--- src/rtl/rrts_ram.sv ---
// Generic simple dual port RAM with registered read.
`default_nettype none
module rrts_ram #(
   parameter int WIDTH = 8,
   parameter int DEPTH = 16
) (
   input  wire logic                     clock,
   input  wire logic                     wr_en,
   input  wire logic [$clog2(DEPTH)-1:0] wr_addr,
   input  wire logic [WIDTH-1:0]         wr_data,
   input  wire logic                     rd_en,
   input  wire logic [$clog2(DEPTH)-1:0] rd_addr,
   output logic      [WIDTH-1:0]         rd_data
);
   logic [WIDTH-1:0] mem_ff [DEPTH];
   logic [WIDTH-1:0] rd_data_ff;

   assign rd_data = rd_data_ff;

   always_ff @(posedge clock) begin
      if (wr_en) begin
         mem_ff[wr_addr] <= wr_data;
      end
      if (rd_en) begin
         rd_data_ff <= mem_ff[rd_addr];
      end
   end
endmodule
`default_nettype wire

--- config.mk ---
export PLATFORM = sky130hd
export DESIGN_NAME = rrts_ram
export DESIGN_NICKNAME = d
export VERILOG_FILES = /design/src/rtl/rrts_ram.sv
export SDC_FILE = /design/constraint.sdc
export NUM_CORES = 1
export LEC_CHECK = 0
export BUFFER_PORTS_ARGS = -buffer_cell sky130_fd_sc_hd__clkbuf_2
export CORE_AREA = 2 2 97 99
export CTS_CLUSTER_DIAMETER = 40
export DETAILED_ROUTE_END_ITERATION = 10
export DIE_AREA = 0 0 99 101
export PLACE_DENSITY = 0.8
export SLEW_MARGIN = 15
export SYNTH_ARGS = -nofsm -noshare
export SYNTH_HDL_FRONTEND = slang
export SYNTH_SLANG_ARGS = --single-unit
--- constraint.sdc ---
create_clock -name clock -period 2.3 [get_ports clock]
set_input_delay 0.23 -clock clock [delete_from_list [all_inputs] [get_ports clock]]
set_output_delay 0.23 -clock clock [all_outputs]
set_load 0.005 [all_outputs]
---- Yosys cells after proc, flatten, opt, wreduce, memory -nomap -nowiden ----
Memory sizes are Yosys's and may differ from the RTL's. A register that Yosys moved wholly into a read port is not among the register bits.
Cells that the tools add are included.
operators by class
  equality and inequality tests ........... 0
  $mul .................................... 0
  divide/modulo/power cells ............... 0
  mux-type cells .......................... 2
  reductions and logical operators ........ 0
  order comparisons ....................... 0
  bitwise logic cells ..................... 0
  shifts and indexed selects .............. 0
  add/sub/neg operators ................... 0
operators by type and width
  cell     count
  $mux W1  2
storage, ports and cells
  bits in read-only memories .............. 0
  input port bits ......................... 19
  register bits ........................... 0
  memories ................................ 1
  latch bits .............................. 0
  RAM bits ................................ 128
  output and inout bits ................... 8
memory list
  memory  words  bits a word  read ports  clocked after memory_dff  write ports  line  RTL
  mem_ff  16     8            1           1                         1            15    logic [WIDTH-1:0] mem_ff [DEPTH];

---- Longest topological paths before layout ----
  word-level depth ........................ 2
  depth in mapped cells ................... 5

---- Least setup slack after synthesis ----
Ideal clock, no wire load.
  path type ............................... input to register
  from .................................... input wr_addr[2]
  to ...................................... memory mem_ff[0][0], enable pin
  path buffers ............................ 0
  setup slack ............................. 577 ps
  library setup time ...................... 383 ps
  data arrival time ....................... 1340 ps
  cell stages on the path ................. 2
  cell sequence ........................... or3b_2 -> nor3_1
RTL lines
  what                line  RTL
  start: declaration  9     input wire logic [$clog2(DEPTH)-1:0] wr_addr,
  end: declaration    15
Straight into the memory's write port.

==> flow_metrics.env <==
export IMPL_stdcell_area_mm2=0.00613
export IMPL_start_util_pct=58.2
export IMPL_htreeDepth=4
export IMPL_p_per_area_mw_per_mm2=915
export IMPL_setup_viol_count_final=0
export IMPL_grt_pass1_wl_um=15200
export IMPL_finalHoldViolations=0
export IMPL_skew_ns=0.00786
export IMPL_vias=2494
export IMPL_slew_viol_final=0
export IMPL_crit_fanout=1
export IMPL_root_buffer="clkbuf_8"
export IMPL_slowest_stage="mux4_2"
export IMPL_grt_start_max_net_pins=33
export IMPL_post_route_period_util_pct=65.4
export IMPL_cts_tree="done"
export IMPL_num_antenna_cells=0
export IMPL_hpwlAfterDp_um=5680
export IMPL_p_comb_share_pct=4.4
export IMPL_relSlewSlack_pct=54.2
export IMPL_cts_hold_buf=0
export IMPL_io_buffer_count=26
export IMPL_vias_per_cell=6.13
export IMPL_maxCapViolations=0
export IMPL_p_int_uw=4440
export IMPL_status="finished, final reports clean"
export IMPL_nNetsFinal=302
export IMPL_die_x_um=99
export IMPL_grt_use_total_pct=22.0
export IMPL_fp_row_count=35
export IMPL_rsz0062_at_grt="false"
export IMPL_p_sw_share_pct=20.9
export IMPL_cp_end_kind="register"
export IMPL_netlist_instances=229
export IMPL_slowest_delay_ns=0.49
export IMPL_core_area_mm2=0.00898
export IMPL_leakage_uw=0.00208
export IMPL_period_needed_ns=1.50
export IMPL_clock_fmax_mhz=665
export IMPL_seqPwrFrac_pct=50.1
export IMPL_die_height_um=101
export IMPL_wl_um=9940
export IMPL_worst_path_dominant_cell_family="multiplexers"
export IMPL_drive_gt1_share_pct=31.8
export IMPL_dr_first_iter_drc_count=251
export IMPL_first_pass_iters=4
export IMPL_globalplace_congestion=0.764
export IMPL_p_sw_uw=1170
export IMPL_yosys_register_bits=136
export IMPL_ioPinCount=27
export IMPL_clk_latency_ns=0.51
export IMPL_cts_setup_buffers=0
export IMPL_path_cells="mux4_2 > a22oi_1 > nand2_1"
export IMPL_syn_cell_area_mm2=0.00523
export IMPL_ant_nets=0
export IMPL_antenna_found_initial=0
export IMPL_holdCritPathClass="in2reg"
export IMPL_ys_seq_area_share_pct=78.1
export IMPL_wire_per_inst_um=24.4
export IMPL_power_share_clock_pct=45.5
export IMPL_crit_required_ns=2.56
export IMPL_peakVddDrop_uv=566
export IMPL_drc=0
export IMPL_clock_path_buffers=2
export IMPL_cts_resized=0
export IMPL_syn_nets=248
export IMPL_grt_pass1_vias=2564
export IMPL_ys_types=18
export IMPL_tns_ns=0
export IMPL_cts_buffers=17
export IMPL_yosys_warnings=0
export IMPL_cp_arrival_ns=1.76
export IMPL_syn_to_final_growth_pct=17.3
export IMPL_worst_pin_slew_ns=0.684
export IMPL_path_buf_inv=0
export IMPL_place_area_mm2=0.00557
export IMPL_critPathKind="reg2reg"
export IMPL_fin_total_pwr_uw=5610
export IMPL_grt_ovfl_total=0
export IMPL_fp_dieArea_mm2=0.0100
export IMPL_cts_sinks=136
export IMPL_avgSynthCellArea_um2=22.8
export IMPL_critical_path_startpoint_type="register"
export IMPL_cts_reportedPaths_clkPinSlew_ns=0.06
## worst paths after layout
check	startpoint	to	slack, ns	cells after the start
max	mem_ff[3][4]$_DFFE_PP_	rd_data[4]$_DFFE_PP_	0.80	3
min	wr_data[2]	mem_ff[14][2]$_DFFE_PP_	0.13	1
max reg2reg	mem_ff[3][4]$_DFFE_PP_	rd_data[4]$_DFFE_PP_	0.80	3
min reg2reg	mem_ff[15][0]$_DFFE_PP_	rd_data[0]$_DFFE_PP_	0.75	3
## routing by layer
| metal | track usage, % | vias to the layer above | share of wire [%] |
|---|---|---|---|
| li1 | - | 1092 | - |
| met1 | 29.2 | 1277 | 42 |
| met2 | 34.9 | 114 | 51 |
| met3 | 7.07 | 11 | 6.0 |
| met4 | 7.80 | 0 | 1.3 |
| met5 | 0 | - | 0 |
## stage by stage
stage | hold WS [ns] | setup WS, ns | std cells | util, %
CTS | 0.119 | 0.763 | 407 | 68.3
global placement | 0.633 | 0.506 | 375 | 62.0
global route | 0.129 | 0.760 | 407 | 68.3
detailed placement | 0.627 | 0.480 | 375 | 62.0
floorplan | 0.329 | 0.577 | 229 | -
finish | 0.134 | 0.796 | 407 | 68.3
## power groups by stage
stage	clock network, µW	registers, µW	logic [µW]
2_1_floorplan	0	2860	141
3_3_place_gp	0	2860	240
3_5_place_dp	0	2860	245
4_1_cts	2580	2810	249
5_1_grt	2680	2810	268
6_report	2560	2810	247
## placed cells by master, fill, tap and decap left out, drive strengths merged
master    Yosys  final
a22oi        16     16
and2          1      1
and2b         1      1
buf           7     19
bufinv        0      2
clkbuf        0     43
clkinv        0      6
clkinvlp      0      5
edfxtp      136    136
inv           0      2
mux4         32     32
nand2         9      9
nand2b        2      2
nand3         1      1
nand3b        2      2
nor2         13     13
nor2b         1      1
nor3          4      4
or3b          1      1
## cell usage after synthesis, drive strengths merged
cell             n  area [µm²]
nand2b           2        12.5
nor2b            1        6.26
nor3             4        20.0
buf              7        56.3
or3b             1        8.76
clkdlybuf4s25    3        30.0
nor2            13        48.8
mux4            32         773
nand3b           2        15.0
nand3            1        5.00
a22oi           16         120
edfxtp         136        4080
and2             1        6.26
and2b            1        7.51
nand2            9        33.8
## state kept, by name, indices dropped and copies added (netlist names)
register and cells:
mem_ff 128, rd_data 8
## kinds of logic (layout without fill, tap and decap cells)
kind of cell,Yosys count,in the layout,synth area share (%)
mux,32,32,14.8
simple gates,35,35,3.14
compound gates,16,16,2.30
flops,136,136,78.1
buf+inv,10,77,1.65
## final cells by class
| cell class | count | area [µm²] |
|---|---|---|
| Sequential cell | 136 | 4080 |
| Multi-Input combinational cell | 83 | 1060 |
| Clock buffer | 17 | 414 |
| Tap cell | 111 | 139 |
| Timing Repair Buffer | 45 | 285 |
| Clock inverter | 15 | 154 |
| Fill cell | 526 | 2840 |
(Power assumes the default switching activity.)
