File: src/rtl/rrts_pkg.sv
// Package: shared types and constants of the round robin task scheduler.
`default_nettype none
package rrts_pkg;

   localparam int CMD_W     = 3;
   localparam int STATUS_W  = 2;
   localparam int IDENT_W   = 16;
   localparam int SLOT_W    = 4;
   localparam int LIVE_W    = 5;
   localparam int CNT_W     = 32;
   localparam int WORD_W    = 64;
   localparam int SLEEP_W   = 32;
   localparam int CSR_IDX_W = 8;

   // command codes
   localparam logic [CMD_W-1:0] CMD_SCHEDULE    = 3'd0;
   localparam logic [CMD_W-1:0] CMD_CREATE_KERN = 3'd1;
   localparam logic [CMD_W-1:0] CMD_CREATE_USER = 3'd2;
   localparam logic [CMD_W-1:0] CMD_SLEEP       = 3'd3;
   localparam logic [CMD_W-1:0] CMD_EXIT        = 3'd4;

   // status codes
   localparam logic [STATUS_W-1:0] STAT_OK      = 2'd0;
   localparam logic [STATUS_W-1:0] STAT_NO_SLOT = 2'd1;
   localparam logic [STATUS_W-1:0] STAT_NO_IDS  = 2'd2;
   localparam logic [STATUS_W-1:0] STAT_IGNORED = 2'd3;

   // configuration register indexes
   localparam logic [CSR_IDX_W-1:0] CSR_SCHED_EN   = 8'd0;
   localparam logic [CSR_IDX_W-1:0] CSR_IDLE_STACK = 8'd1;
   localparam logic [CSR_IDX_W-1:0] CSR_IDLE_START = 8'd2;
   localparam logic [CSR_IDX_W-1:0] CSR_MAIN_STACK = 8'd3;

   typedef enum logic [2:0] {
      SLOT_FREE     = 3'd0,
      SLOT_READY    = 3'd1,
      SLOT_RUNNING  = 3'd2,
      SLOT_SLEEPING = 3'd3,
      SLOT_DEAD     = 3'd4
   } slot_state_type;

   // one task table entry
   typedef struct packed {
      slot_state_type       state;
      logic [IDENT_W-1:0]   ident;
      logic [IDENT_W-1:0]   parent;
      logic                 ring;
      logic [WORD_W-1:0]    wake;
      logic [WORD_W-1:0]    context_ptr;
      logic [WORD_W-1:0]    kstack;
   } slot_word_type;

   typedef struct packed {
      logic                 sched_en;
      logic [WORD_W-1:0]    idle_stack_top;
      logic [WORD_W-1:0]    idle_start_context;
      logic [WORD_W-1:0]    main_stack_top;
   } cfg_type;

   typedef struct packed {
      logic [STATUS_W-1:0]  status;
      logic [IDENT_W-1:0]   task_ident;
      logic [SLOT_W-1:0]    chosen_slot;
      logic [WORD_W-1:0]    resume_context;
      logic [WORD_W-1:0]    resume_stack_top;
      logic                 went_idle;
      logic                 switched;
   } result_type;

endpackage
`default_nettype wire

File: src/rtl/rrts_intf.sv
// Interfaces: request, response and configuration channels.
`default_nettype none


interface rrts_csr_if;
   logic                              valid;
   logic                              ready;
   logic [rrts_pkg::CSR_IDX_W-1:0]    index;
   logic [rrts_pkg::WORD_W-1:0]       data;
   modport source (output valid, index, data, input ready);
   modport sink (input valid, index, data, output ready);
endinterface
`default_nettype wire

File: src/rtl/rrts_csr.sv
// Configuration register bank.
`default_nettype none
module rrts_csr (
   input  wire logic      clock,
   input  wire logic      reset,
   rrts_csr_if.sink       csr_chan,
   output rrts_pkg::cfg_type cfg
);
   rrts_pkg::cfg_type cfg_ff;

   assign csr_chan.ready = 1'b1;
   assign cfg = cfg_ff;

   always_ff @(posedge clock) begin
      if (reset) begin
         cfg_ff.sched_en           <= 1'b1;
         cfg_ff.idle_stack_top     <= '0;
         cfg_ff.idle_start_context <= '0;
         cfg_ff.main_stack_top     <= '0;
      end else if (csr_chan.valid) begin
         case (csr_chan.index)
            rrts_pkg::CSR_SCHED_EN:   cfg_ff.sched_en           <= csr_chan.data[0];
            rrts_pkg::CSR_IDLE_STACK: cfg_ff.idle_stack_top     <= csr_chan.data;
            rrts_pkg::CSR_IDLE_START: cfg_ff.idle_start_context <= csr_chan.data;
            rrts_pkg::CSR_MAIN_STACK: cfg_ff.main_stack_top     <= csr_chan.data;
            default: ;
         endcase
      end
   end
endmodule
`default_nettype wire
File: src/flat_wrapper.sv
// flat-port wrapper written by rule: the top's interface ports become plain ports
module rrts_csr_flat 
  (clock, reset, cfg, csr_chan_valid, csr_chan_index, csr_chan_data, csr_chan_ready);
  rrts_csr_if csr_chan_i ();
  input  wire logic clock;
  input  wire logic reset;
  output rrts_pkg::cfg_type cfg;
  input wire logic [$bits(csr_chan_i.valid)-1:0] csr_chan_valid;
  input wire logic [$bits(csr_chan_i.index)-1:0] csr_chan_index;
  input wire logic [$bits(csr_chan_i.data)-1:0] csr_chan_data;
  output wire logic [$bits(csr_chan_i.ready)-1:0] csr_chan_ready;
  assign csr_chan_i.valid = csr_chan_valid;
  assign csr_chan_i.index = csr_chan_index;
  assign csr_chan_i.data = csr_chan_data;
  assign csr_chan_ready = csr_chan_i.ready;
  rrts_csr u_core (.clock(clock), .reset(reset), .csr_chan(csr_chan_i), .cfg(cfg));
endmodule
File: config.mk
export PLATFORM = sky130hd
export DESIGN_NAME = rrts_csr_flat
export DESIGN_NICKNAME = d
export VERILOG_FILES = /design/src/rtl/rrts_pkg.sv /design/src/rtl/rrts_intf.sv /design/src/rtl/rrts_csr.sv /design/src/flat_wrapper.sv
export SDC_FILE = /design/constraint.sdc
export NUM_CORES = 1
export LEC_CHECK = 0
export ABC_AREA = 1
export BUFFER_PORTS_ARGS = -buffer_cell sky130_fd_sc_hd__buf_2
export CORE_UTILIZATION = 55
export CTS_CLUSTER_DIAMETER = 100
export DETAILED_ROUTE_END_ITERATION = 6
export PLACE_DENSITY_LB_ADDON = 0.12
export SLEW_MARGIN = 10
export SYNTH_ARGS = -nofsm -noshare
export SYNTH_HDL_FRONTEND = slang
export SYNTH_SLANG_ARGS = --single-unit
File: constraint.sdc
create_clock -name clock -period 3 [get_ports clock]
set_input_delay 0.15 -clock clock [delete_from_list [all_inputs] [get_ports clock]]
set_output_delay 0.15 -clock clock [all_outputs]
set_load 0.01 [all_outputs]
[After elaboration in Yosys (flattened, before gate mapping)]
Index checks and enable logic that the tools add are counted.
Cells by class
  add/sub/neg operators: 0
  $mul: 0
  div/mod/pow operators: 0
  $lt $le $gt $ge: 0
  equality and inequality tests: 3
  shift-type cells: 0
  multiplexer cells: 0
  bitwise operators: 0
  reductions and logical operators: 5
Operators by type and width (number)
  8-bit by 2-bit equality test with 1-bit output (second input constant): 2
  8-bit by 1-bit equality test with 1-bit output (second input constant): 1
  8-bit zero test: 1
  2-bit AND reduction: 4
Storage, ports and cells
  register bits: 193
  bits in latches: 0
  RAM bits: 0
  bits in read-only memories: 0
  bits of input ports: 75
  output and inout bits: 194
  word-level logic and storage cells: 12
  memories: 0

[Longest topological paths before layout]
  word-level depth: 2
  mapped depth: 8
  gate-level depth less buffers: 6

[Worst setup path after synthesis]
Ideal clock, no wire load.
  path type: in2reg
  start: in csr_chan_index[3]
  end: reg u_core.cfg_ff, in the netlist u_core.cfg[174]
  setup time: 0.115 ns
  arrival: 0.979 ns
  data required time: 2.885 ns
  setup slack: 1.906 ns
  stages on the path: 8
  buffers on the path: 2
  cell sequence: nor2_1 -> nand2_1 -> nor2_4 -> buf_6 -> buf_4 -> nand3_1 -> nand2_1 -> nor2_1
Between the ends
  longest elaborated chain between the ends: 2
Ends and longest elaborated chain
  from (decl): line flat_wrapper.sv:9  | input wire logic [$bits(csr_chan_i.index)-1:0] csr_chan_index;
  8-bit by 1-bit equality test with 1-bit output: line rrts_csr.sv:21  | case (csr_chan.index)
  2-bit AND reduction (no line)
  to (decl): line rrts_csr.sv:9  | rrts_pkg::cfg_type cfg_ff;
Every way passes these cells.
A chain may end at the register's enable or synchronous reset.

[Worst setup path after layout]
  start: in csr_chan_index[1]
  end: reg u_core.cfg_ff, in the netlist u_core.cfg[112]
Between the ends
  longest elaborated chain between the ends: 2
Ends and longest elaborated chain (line)
  8-bit by 2-bit equality test with 1-bit output: rrts_csr.sv:21
  2-bit AND reduction (no line)
Every way passes these cells.

==> results by group <==
Timing
  • Max Clock Skew: 0 ps
  • Slew Limit Fails: 0
  • Worst Tran Pin Value: between 700 and 800 ps
  • Final Hold Fails: 0
  • Setup_tns: 0 ps
  • Peak Freq: about 750 MHz
  • Final setup vio count: 0
  • RSZ-0062 raised after global routing: no
  • Crit share post-route: 0.447
  • Slew headroom: 0.515
  • Period minus WS final: ~1300 ps

Place
  • Dpl cells: around 1.5k
  • Post-DP HPWL: roughly 13000 um
  • Final GP Congestion: between 0.7 and 0.8
  • Placed Area: between 9000 and 10000 um2
  • Port Buffers: 267

CTS
  • H-tree levels: 4
  • TritonCTS buffer count: 17
  • Root buffer cell: clkbuf_16
  • # clock sinks: 193
  • Clock buffer depth: 2
  • Latest clock arrival within the worst-skew pair: approximately 430 ps
  • CTS tree: built
  • CTS clk-pin slew, worst paths: approximately 70 ps

Run
  • Max_cap viols: 0

Routing
  • Drc violations: 0
  • Post-route ant nets: 0
  • DRT Pass-1 Iters: 5
  • DR vias: 7870
  • Detailed Route WL: approximately 21000 um
  • DR WL/cell: ~13 um
  • Via density: ~5.1
  • Initial detailed-routing violation count: around 650

Critical path
  • Max stage delay cell, worst path: inv_6
  • Most used cell, CP: nand2_1
  • Crit path kind: primary input to flop
  • Critical path launch point: csr_chan_index[1]
  • Cell Chain, Critical Path: buf_2 > nand2_1 > inv_6 > buf_4 > nand3_1 > nand2_1 > nor2_1
  • Largest stage delay, worst path: around 520 ps
  • Delay-heaviest family, CP: buffers and inverters
  • CP bufs+invs: 3
  • Crit Path Max Fanout: between 90 and 100
  • Worst reg2reg path startpoint: u_core.cfg[143]
  • Worst Setup End Kind: flop
  • CP Launch Type: primary input
  • WP data required: about 3300 ps
  • Crit path arrival time: approximately 1700 ps

Cells and area
  • Core Util, Final: 0.684
  • Synth-to-layout area growth: 21.3%
  • Max FFs per register: a little under 200
  • Nets@finish: around 1.4k
  • Ant. Diodes: 0
  • Post-route cell area: about 10000 um2
  • Fraction of layout cells with a size suffix above 1: 0.231
  • Fin cells: 1537
  • Fill cells: 1301

Global route
  • Pin count of the biggest net entering global routing: 166
  • Grt ovf: 0
  • Antenna violations before repair: 0
  • First-pass GRT wire length: about 31000 um
  • Global Route Usage Sum: 0.259
  • Vias in the first global route: approximately 6.3k

Die
  • Io pins: 269
  • Die Footprint: ~15000 um2
  • Die height: 124 um
  • Die X: 124 um
  • Core Footprint: between 10000 and 15000 um2
  • Initial core utilization: 0.564
  • Rows: 44

Pwr
  • Power share of the clock group: 0.449
  • P_sw: around 1.2 mW
  • Sw Ratio: 0.230
  • Sequential share of power: 0.488
  • Internal power: between 4 and 5 mW
  • Pwr/cell area: between 500 and 600 nW/um2
  • VDD IR-drop max: between 0.0003 and 0.0004 V
  • Comb power frac: 0.063
  • Total power: between 5 and 6 mW
  • Leak: roughly 5 nW

Synth
  • Synthesized area: about 8200 um2
  • Cells after synthesis: 1150
  • Post-synth cell types: 14
  • Synth top area share: 0.471
  • Synth warn: 0
  • Register area share after synthesis: 0.471
  • Synth area leaders: dfxtp_1 47%, nand3_1 12%, a21oi_1 12%
  • Cell taking the most area after synthesis: dfxtp_1
  • Avg Synthesized Cell Area: just over 7 um2
  • FF+latch count, synth: a little under 200
  • Synthesized net count: approximately 1.2k

Hold path
  • Hold Startpoint: csr_chan_data[1]
  • Min-delay worst type: primary input to flop

Status
  • Status: complete, no violations
==> synthesized netlist by cell type <==
| master | instances |
|---|---|
| nand2_1 | 198 |
| nor2_1 | 196 |
| nand3_1 | 194 |
| dfxtp_1 | 193 |
| a21oi_1 | 192 |
| inv_1 | 68 |
| clkbuf_1 | 39 |
| buf_2 | 23 |
| buf_6 | 21 |
| buf_4 | 16 |
| buf_1 | 7 |
| conb_1 | 1 |
| nor2_2 | 1 |
| nor2_4 | 1 |
==> power groups by stage <==
stage / sequential [mW] / clock [mW] / combinational (mW)
finish: 2.57 / 2.37 / 0.330
global route: 2.57 / 2.51 / 0.369
CTS: 2.57 / 2.40 / 0.327
detailed placement: 2.63 / 0 / 0.325
global placement: 2.63 / 0 / 0.325
floorplan: 2.63 / 0 / 0.218
==> metrics by stage <==
stage,worst slack [ps],hold WS (ps)
after global placement,1290,429
final,1660,67.8
after floorplan,1910,304
after CTS,1700,53.0
after detailed placement,1270,434
after global routing,1540,80.0
==> layout by cell type, fill, tap and decap left out <==
cell / n
nor2_4: 3
inv_6: 2
clkinvlp_4: 5
clkinv_4: 1
nor2_1: 195
inv_4: 1
a21oi_1: 192
conb_1: 1
buf_2: 267
dlygate4sd3_1: 1
inv_1: 66
nand3_1: 194
nand2_1: 198
buf_12: 8
dfxtp_1: 193
buf_4: 2
bufinv_16: 4
clkinv_2: 3
clkbuf_16: 17
==> routing by layer <==
| layer | global-route usage | part of all wire |
|---|---|---|
| met4 | 0.0982 | 0.025 |
| met1 | 0.350 | 0.45 |
| met5 | 0 | 0 |
| met3 | 0.0742 | 0.074 |
| met2 | 0.391 | 0.45 |
==> timing repair <==
action	4_1_cts	5_1_grt
hold buffers	1	0
hold endpoints to repair	1	0
endpoints found under the setup margin	0	0
resized for setup	0	0
setup buffers	0	0
==> area by class of cell <==
cell class,instances,area [um2],share of cell area
Sequential cell,193,3860,0.389
Multi-Input combinational cell,783,3440,0.347
Timing Repair Buffer,278,1520,0.153
Clock buffer,17,425,0.0428
Inverter,68,263,0.0264
Tap cell,184,230,0.0232
Clock inverter,14,190,0.0191
==> worst reg2reg max path, stage by stage, from the launching register on <==
cell	delay, ps
dfxtp_1	340
a21oi_1	140
nor2_1	60
==> final timing paths <==
| kind | endpoint | slack [ps] | depth (start not counted) |
|---|---|---|---|
| worst min-delay path | u_core.cfg[1] | 70 | 5 |
| worst max register to register | u_core.cfg[143] | 2350 | 2 |
| worst max-delay path | u_core.cfg[112] | 1660 | 7 |
| worst min register to register | u_core.cfg[192] | 460 | 2 |
==> cells by family (layout without fill, tap and decap cells) <==
logic type             after synthesis  count (layout)  synth area share
buffers and inverters              174             377             0.110
flip-flops                         193             193             0.471
AND/OR/NAND/NOR                    590             590             0.301
other                                1               1          0.000458
AO/OA/AOI/OAI                      192             192             0.117
Note: power is estimated with default switching activity, not from simulation.
